`config.mk`:
```
export PLATFORM = sky130hd
export DESIGN_NAME = wcr_merge
export DESIGN_NICKNAME = d
export VERILOG_FILES = /design/src/rtl/core/wcr_pkg.sv /design/src/rtl/core/wcr_merge.sv
export SDC_FILE = /design/constraint.sdc
export NUM_CORES = 2
export LEC_CHECK = 0
export BUFFER_PORTS_ARGS = -buffer_cell sky130_fd_sc_hd__buf_4
export CORE_AREA = 8 8 375 377
export CTS_CLUSTER_SIZE = 12
export DETAILED_ROUTE_END_ITERATION = 8
export DIE_AREA = 0 0 383 385
export PLACE_DENSITY_LB_ADDON = 0.2
export SYNTH_ARGS = -nofsm -noshare
export SYNTH_HDL_FRONTEND = slang
export SYNTH_SLANG_ARGS = --single-unit
```
`constraint.sdc`:
```
create_clock -name clk -period 5.7 [get_ports clk]
set_input_delay 1.14 -clock clk [delete_from_list [all_inputs] [get_ports clk]]
set_output_delay 1.14 -clock clk [all_outputs]
set_load 0.01 [all_outputs]
```
`src/rtl/core/wcr_pkg.sv`:
```
// Shared types, constants and the binomial table for the windowed combination rank block.
package wcr_pkg;

	localparam int MASK_BITS = 32;
	localparam int RANK_W    = 30;
	localparam int TAB_N     = 32;
	localparam int GROUP_SZ  = 8;
	localparam int GROUPS    = (MASK_BITS + GROUP_SZ - 1) / GROUP_SZ;

	localparam logic       OP_PLAIN   = 1'b0;
	localparam logic       OP_BLOCKED = 1'b1;
	localparam logic [5:0] WIDTH_RST  = 6'd32;
	localparam logic [5:0] WIN_MAX    = 6'd32;

	typedef logic [RANK_W-1:0]                 rank_t;
	typedef rank_t [MASK_BITS-1:0]             term_vec_t;
	typedef rank_t [TAB_N-1:0][TAB_N-1:0]      binom_tab_t;

	// Per-request window settings that every lane sees.
	typedef struct packed {
		logic       op;
		logic [4:0] lo;
		logic [5:0] len;
		logic [4:0] blk_a;
		logic [4:0] blk_b;
	} lane_ctl_t;

	// Pascal's triangle, evaluated at elaboration.
	function automatic binom_tab_t build_binom();
		binom_tab_t t;
		t = '0;
		for (int n = 0; n < TAB_N; n++) begin
			t[n][0] = rank_t'(1);
			for (int k = 1; k <= n; k++) begin
				t[n][k] = t[n-1][k-1] + ((k < n) ? t[n-1][k] : '0);
			end
		end
		return t;
	endfunction

	localparam binom_tab_t BINOM = build_binom();

endpackage

```
`src/rtl/core/wcr_merge.sv`:
```
// Two-stage adder tree that combines the lane terms into the rank.
module wcr_merge (
	input  logic               clk,
	input  logic               en,
	input  wcr_pkg::term_vec_t terms,
	output wcr_pkg::rank_t     rank_s4
);
	import wcr_pkg::*;

	rank_t [GROUPS-1:0] part_s3;
	rank_t [GROUPS-1:0] part_d;
	rank_t              total_d;

	always_comb begin
		for (int g = 0; g < GROUPS; g++) begin
			part_d[g] = '0;
			for (int j = 0; j < GROUP_SZ; j++) begin
				if (g * GROUP_SZ + j < MASK_BITS) begin
					part_d[g] = part_d[g] + terms[g * GROUP_SZ + j];
				end
			end
		end
		total_d = '0;
		for (int g = 0; g < GROUPS; g++) begin
			total_d = total_d + part_s3[g];
		end
	end

	always_ff @(posedge clk) begin
		if (en) begin
			part_s3 <= part_d;
			rank_s4 <= total_d;
		end
	end

endmodule

```
**Word-level counts from Yosys, hierarchy flattened**

Cells that the tools add are included.

- Register bits: 150
- Logic and storage cells: 36
- Input port bits: 962

- Add/sub/neg operators: 31

Operators by type and width:

| cell | count |
|---|---|
| $add 30x30->30 | 31 |

**Depth between registers and ports, before layout**

- Depth after elaboration: 7
- Depth in mapped cells: 19
- Depth with buffers taken out: 19

**Worst setup path after synthesis**

Ideal clock, no wire load.

- Path type: input port to flip-flop
- From: in terms[92] in the netlist's numbering
- To: reg part_s3[28] in the netlist's numbering, data pin
- Setup time: 261 ps
- Buffers on the path: 0
- Stages: 18
- Setup slack: -8 ps
- Data arrival time: 5,447 ps
- Path through: inv_1 -> fa_1 -> inv_1 -> fa_1 -> fa_1 -> inv_1 -> fa_1 -> inv_1 -> ha_1 -> fa_1 -> a21o_1 -> a21oi_2 -> o21a_1 -> nor3_1 -> or2_2 -> o211ai_1 -> a31oi_1 -> a311o_1

RTL lines:

| element | RTL line | text |
|---|---|---|
| start, declared | wcr_merge.sv:5 | `input wcr_pkg::term_vec_t terms,` |
| end signal, assigned | wcr_merge.sv:31 | `part_s3 <= part_d;` |
| end, declared | wcr_merge.sv:10 | `rank_t [GROUPS-1:0] part_s3;` |

==> out/results.ini <==
[outcome]
outcome = finished, final reports clean

[power_and_ir_drop]
total_power_mw = 33.1
power.density_nw_per_um2 = 768
vdd_drop_max_mv = 0.662
p_leak_nw = 23.3

[placement]
place_inst = 6091
dpl.hpwl_um = 105000
placed_area_sq_um = 42200
place_congestion = 0.851
post-place-ws_ps = -526
portBuffers = 991

[setup_path]
cpMaxStageDelayCell = fa_1
r2r_end = rank_s4[22]$_DFFE_PP_
cpPeakStageDelay_ps = 570
critPathKind = input pin to register
cp.buffers_inverters = 4
timing.reg2reg.setup_slack_ps = 1540
start_kind = input pin
end_kind = register
path_common_cell = fa_1
path_max_fanout = 3
crit_family = adder cells
r2r-start = part_s3[2]$_DFFE_PP_
required_ps = 5930
rr_worst_depth = 13
path_cells = buf_4, fa_1, inv_1, fa_1, fa_1, fa_1, inv_1, ha_1, fa_1, a21o_1, a21oi_2, o21bai_1, a21oi_2, buf_4, o21ai_4, a211o_1, a31o_2, a21oi_1, xnor2_1
cp_data_arrival_time_ps = 5770

[layout]
nNetsFinal = 6183
fillCellCount = 14200
multi_input_area_sq_um = 21800
drive_gt1_share_pct = 28.4
fin_cells = 6133
final_cell_mix = inv_1, buf_4, fa_1
final_common_cell = inv_1
area_delta_synth_final_pct = 37.1
fin_util_pct = 32.0
finalInstanceArea_sq_um = 43100
seq_area_sq_um = 4500

[worst_hold_path]
holdPathEnd = rank_s4[0]$_DFFE_PP_
min_path_type = register to register
min_from = part_s3[90]$_DFFE_PP_
whs_path_depth = 1

[synthesis]
yosysWarnings = 0
synth_area_leaders = fa_1, inv_1, edfxtp_1, ha_1, xnor2_1
synthDistinctLibCells = 71
synth_top_cell_area_share_pct = 47.3
synth.largest_area_cell = fa_1
async_flop_share_pct = 0
seq_area_frac_synth_pct = 14.3
synth_ff_type = edfxtp_1
ys_seq_elements = 150
syn_area_sq_um = 31400
syn_nets = 5019
postSynthAreaPerCell_sq_um = 9.92
synthCells = 3166
synth_edf_count = 150

[global_routing]
track_usage_pct = 15.0
grt_pass1_wl_um = 165000
grt_pass1_vias = 27300
overflow = 0
antenna_found_initial = 16
grt_max_degree = 98

[floorplanning]
die-area_sq_um = 147000
dieHeight_um = 385
core_sq_um = 135000
die-width_um = 383
rows = 135
start_util_pct = 23.3
io_pins = 992

[sta]
setup-tns-final_ps = 0
slew_headroom_pct = 37.8
fin_crit_ps = 5540
worstMarginPinSlew_ps = 933
post-route-period-util_pct = 97.2
hold_viol_final = 0
worst_hold_slack_ps = 576
clock_skew_ps = 16.8
fmax_mhz = 181
setup_violations = 0
rsz0062_at_grt = false
setup_ws_ps = 162
maxSlewViolCount = 0

[drt]
drtIter0Drc = 647
viasPerCell = 3.86
routed_wl_um = 111000
dr.pass1.iters = 5
via_count = 23700
drc = 0
wl_per_cell_um = 18.1
ant_nets = 0

[clocking]
postCtsHoldBufs = 0
clock_path_buffers = 2
ctsHtreeMaxLevel = 4
clk_pin_slew_worst_paths_ps = 70
clock-sinks = 150
cts_tree = built
cts.root.buffer_cell = clkbuf_16
cts-buffers-inserted = 17
insertion_delay_ps = 480

[flow_run]
drv_cap = 0

layout make-up:
class                           instances  share of cell area [%]
Multi-Input combinational cell       1625                    50.6
Timing Repair Buffer                 1146                    20.0
Inverter                             1390                    12.1
Sequential cell                       150                    10.5
Tap cell                             1781                    5.18
Clock buffer                           17                   0.988
Clock inverter                         15                   0.538
Antenna cell                            9                  0.0523
Yosys cell counts (all sizes together) (10+ instances only):
| cell | count |
|---|---|
| fa | 742 |
| and3 | 18 |
| a21o | 58 |
| nor2 | 61 |
| o21bai | 23 |
| nand2 | 45 |
| nand2b | 13 |
| edfxtp | 150 |
| and2 | 10 |
| xnor2 | 140 |
| inv | 1390 |
| or3 | 11 |
| a21oi | 93 |
| o21ai | 47 |
| ha | 149 |
| nor3 | 29 |
| nand3 | 20 |
| xor2 | 33 |
| o21a | 12 |
how the worst max path moves through the flow:
stage | endpoint | cells past startpoint | slack (ps) | start
3_5_place_dp | part_s3[118]$_DFFE_PP_ | 18 | -530 | terms[812]
2_1_floorplan | part_s3[28]$_DFFE_PP_ | 18 | 10 | terms[92]
4_1_cts | part_s3[52]$_DFFE_PP_ | 19 | 20 | terms[332]
3_3_place_gp | part_s3[59]$_DFFE_PP_ | 20 | -570 | terms[332]
6_report | part_s3[118]$_DFFE_PP_ | 19 | 160 | terms[812]
5_1_grt | part_s3[89]$_DFFE_PP_ | 18 | 9 | terms[572]
cells by family (layout without fill, tap and decap cells):
group	count (synthesis)	count (layout)	synth area share, %
mux	2	2	0.0638
buf+inv	1391	2568	16.6
fa+ha+maj	891	891	53.3
other cells	0	9	0
compound gates	310	310	6.84
xor+xnor	173	173	4.83
flops	150	150	14.3
simple gates	249	249	4.03
registers in the layout, summed over array words and instances, names as in the netlist:
register  cells
part_s3     120
rank_s4      30
power by group:
part	leakage, nW	switching [mW]	internal (mW)	total (mW)
clock network	0.322	0.576	0.753	1.33
registers	1.47	0.509	3.39	3.90
logic	21.5	14.8	13.1	27.8
metal layers:
layer	global-route usage (%)	routed length (um)
met1	16.2	40000
met2	29.6	62500
met3	3.97	7090
met4	2.24	1220
met5	0	23
repair_timing:
| item | 4_1_cts | 5_1_grt |
|---|---|---|
| gates cloned | 0 | 0 |
| gates resized for setup | 3 | 24 |
| setup endpoints to repair | 4 | 25 |
| pin swaps | 0 | 8 |
| buffers inserted | 0 | 1 |
(Power assumes the default switching activity.)
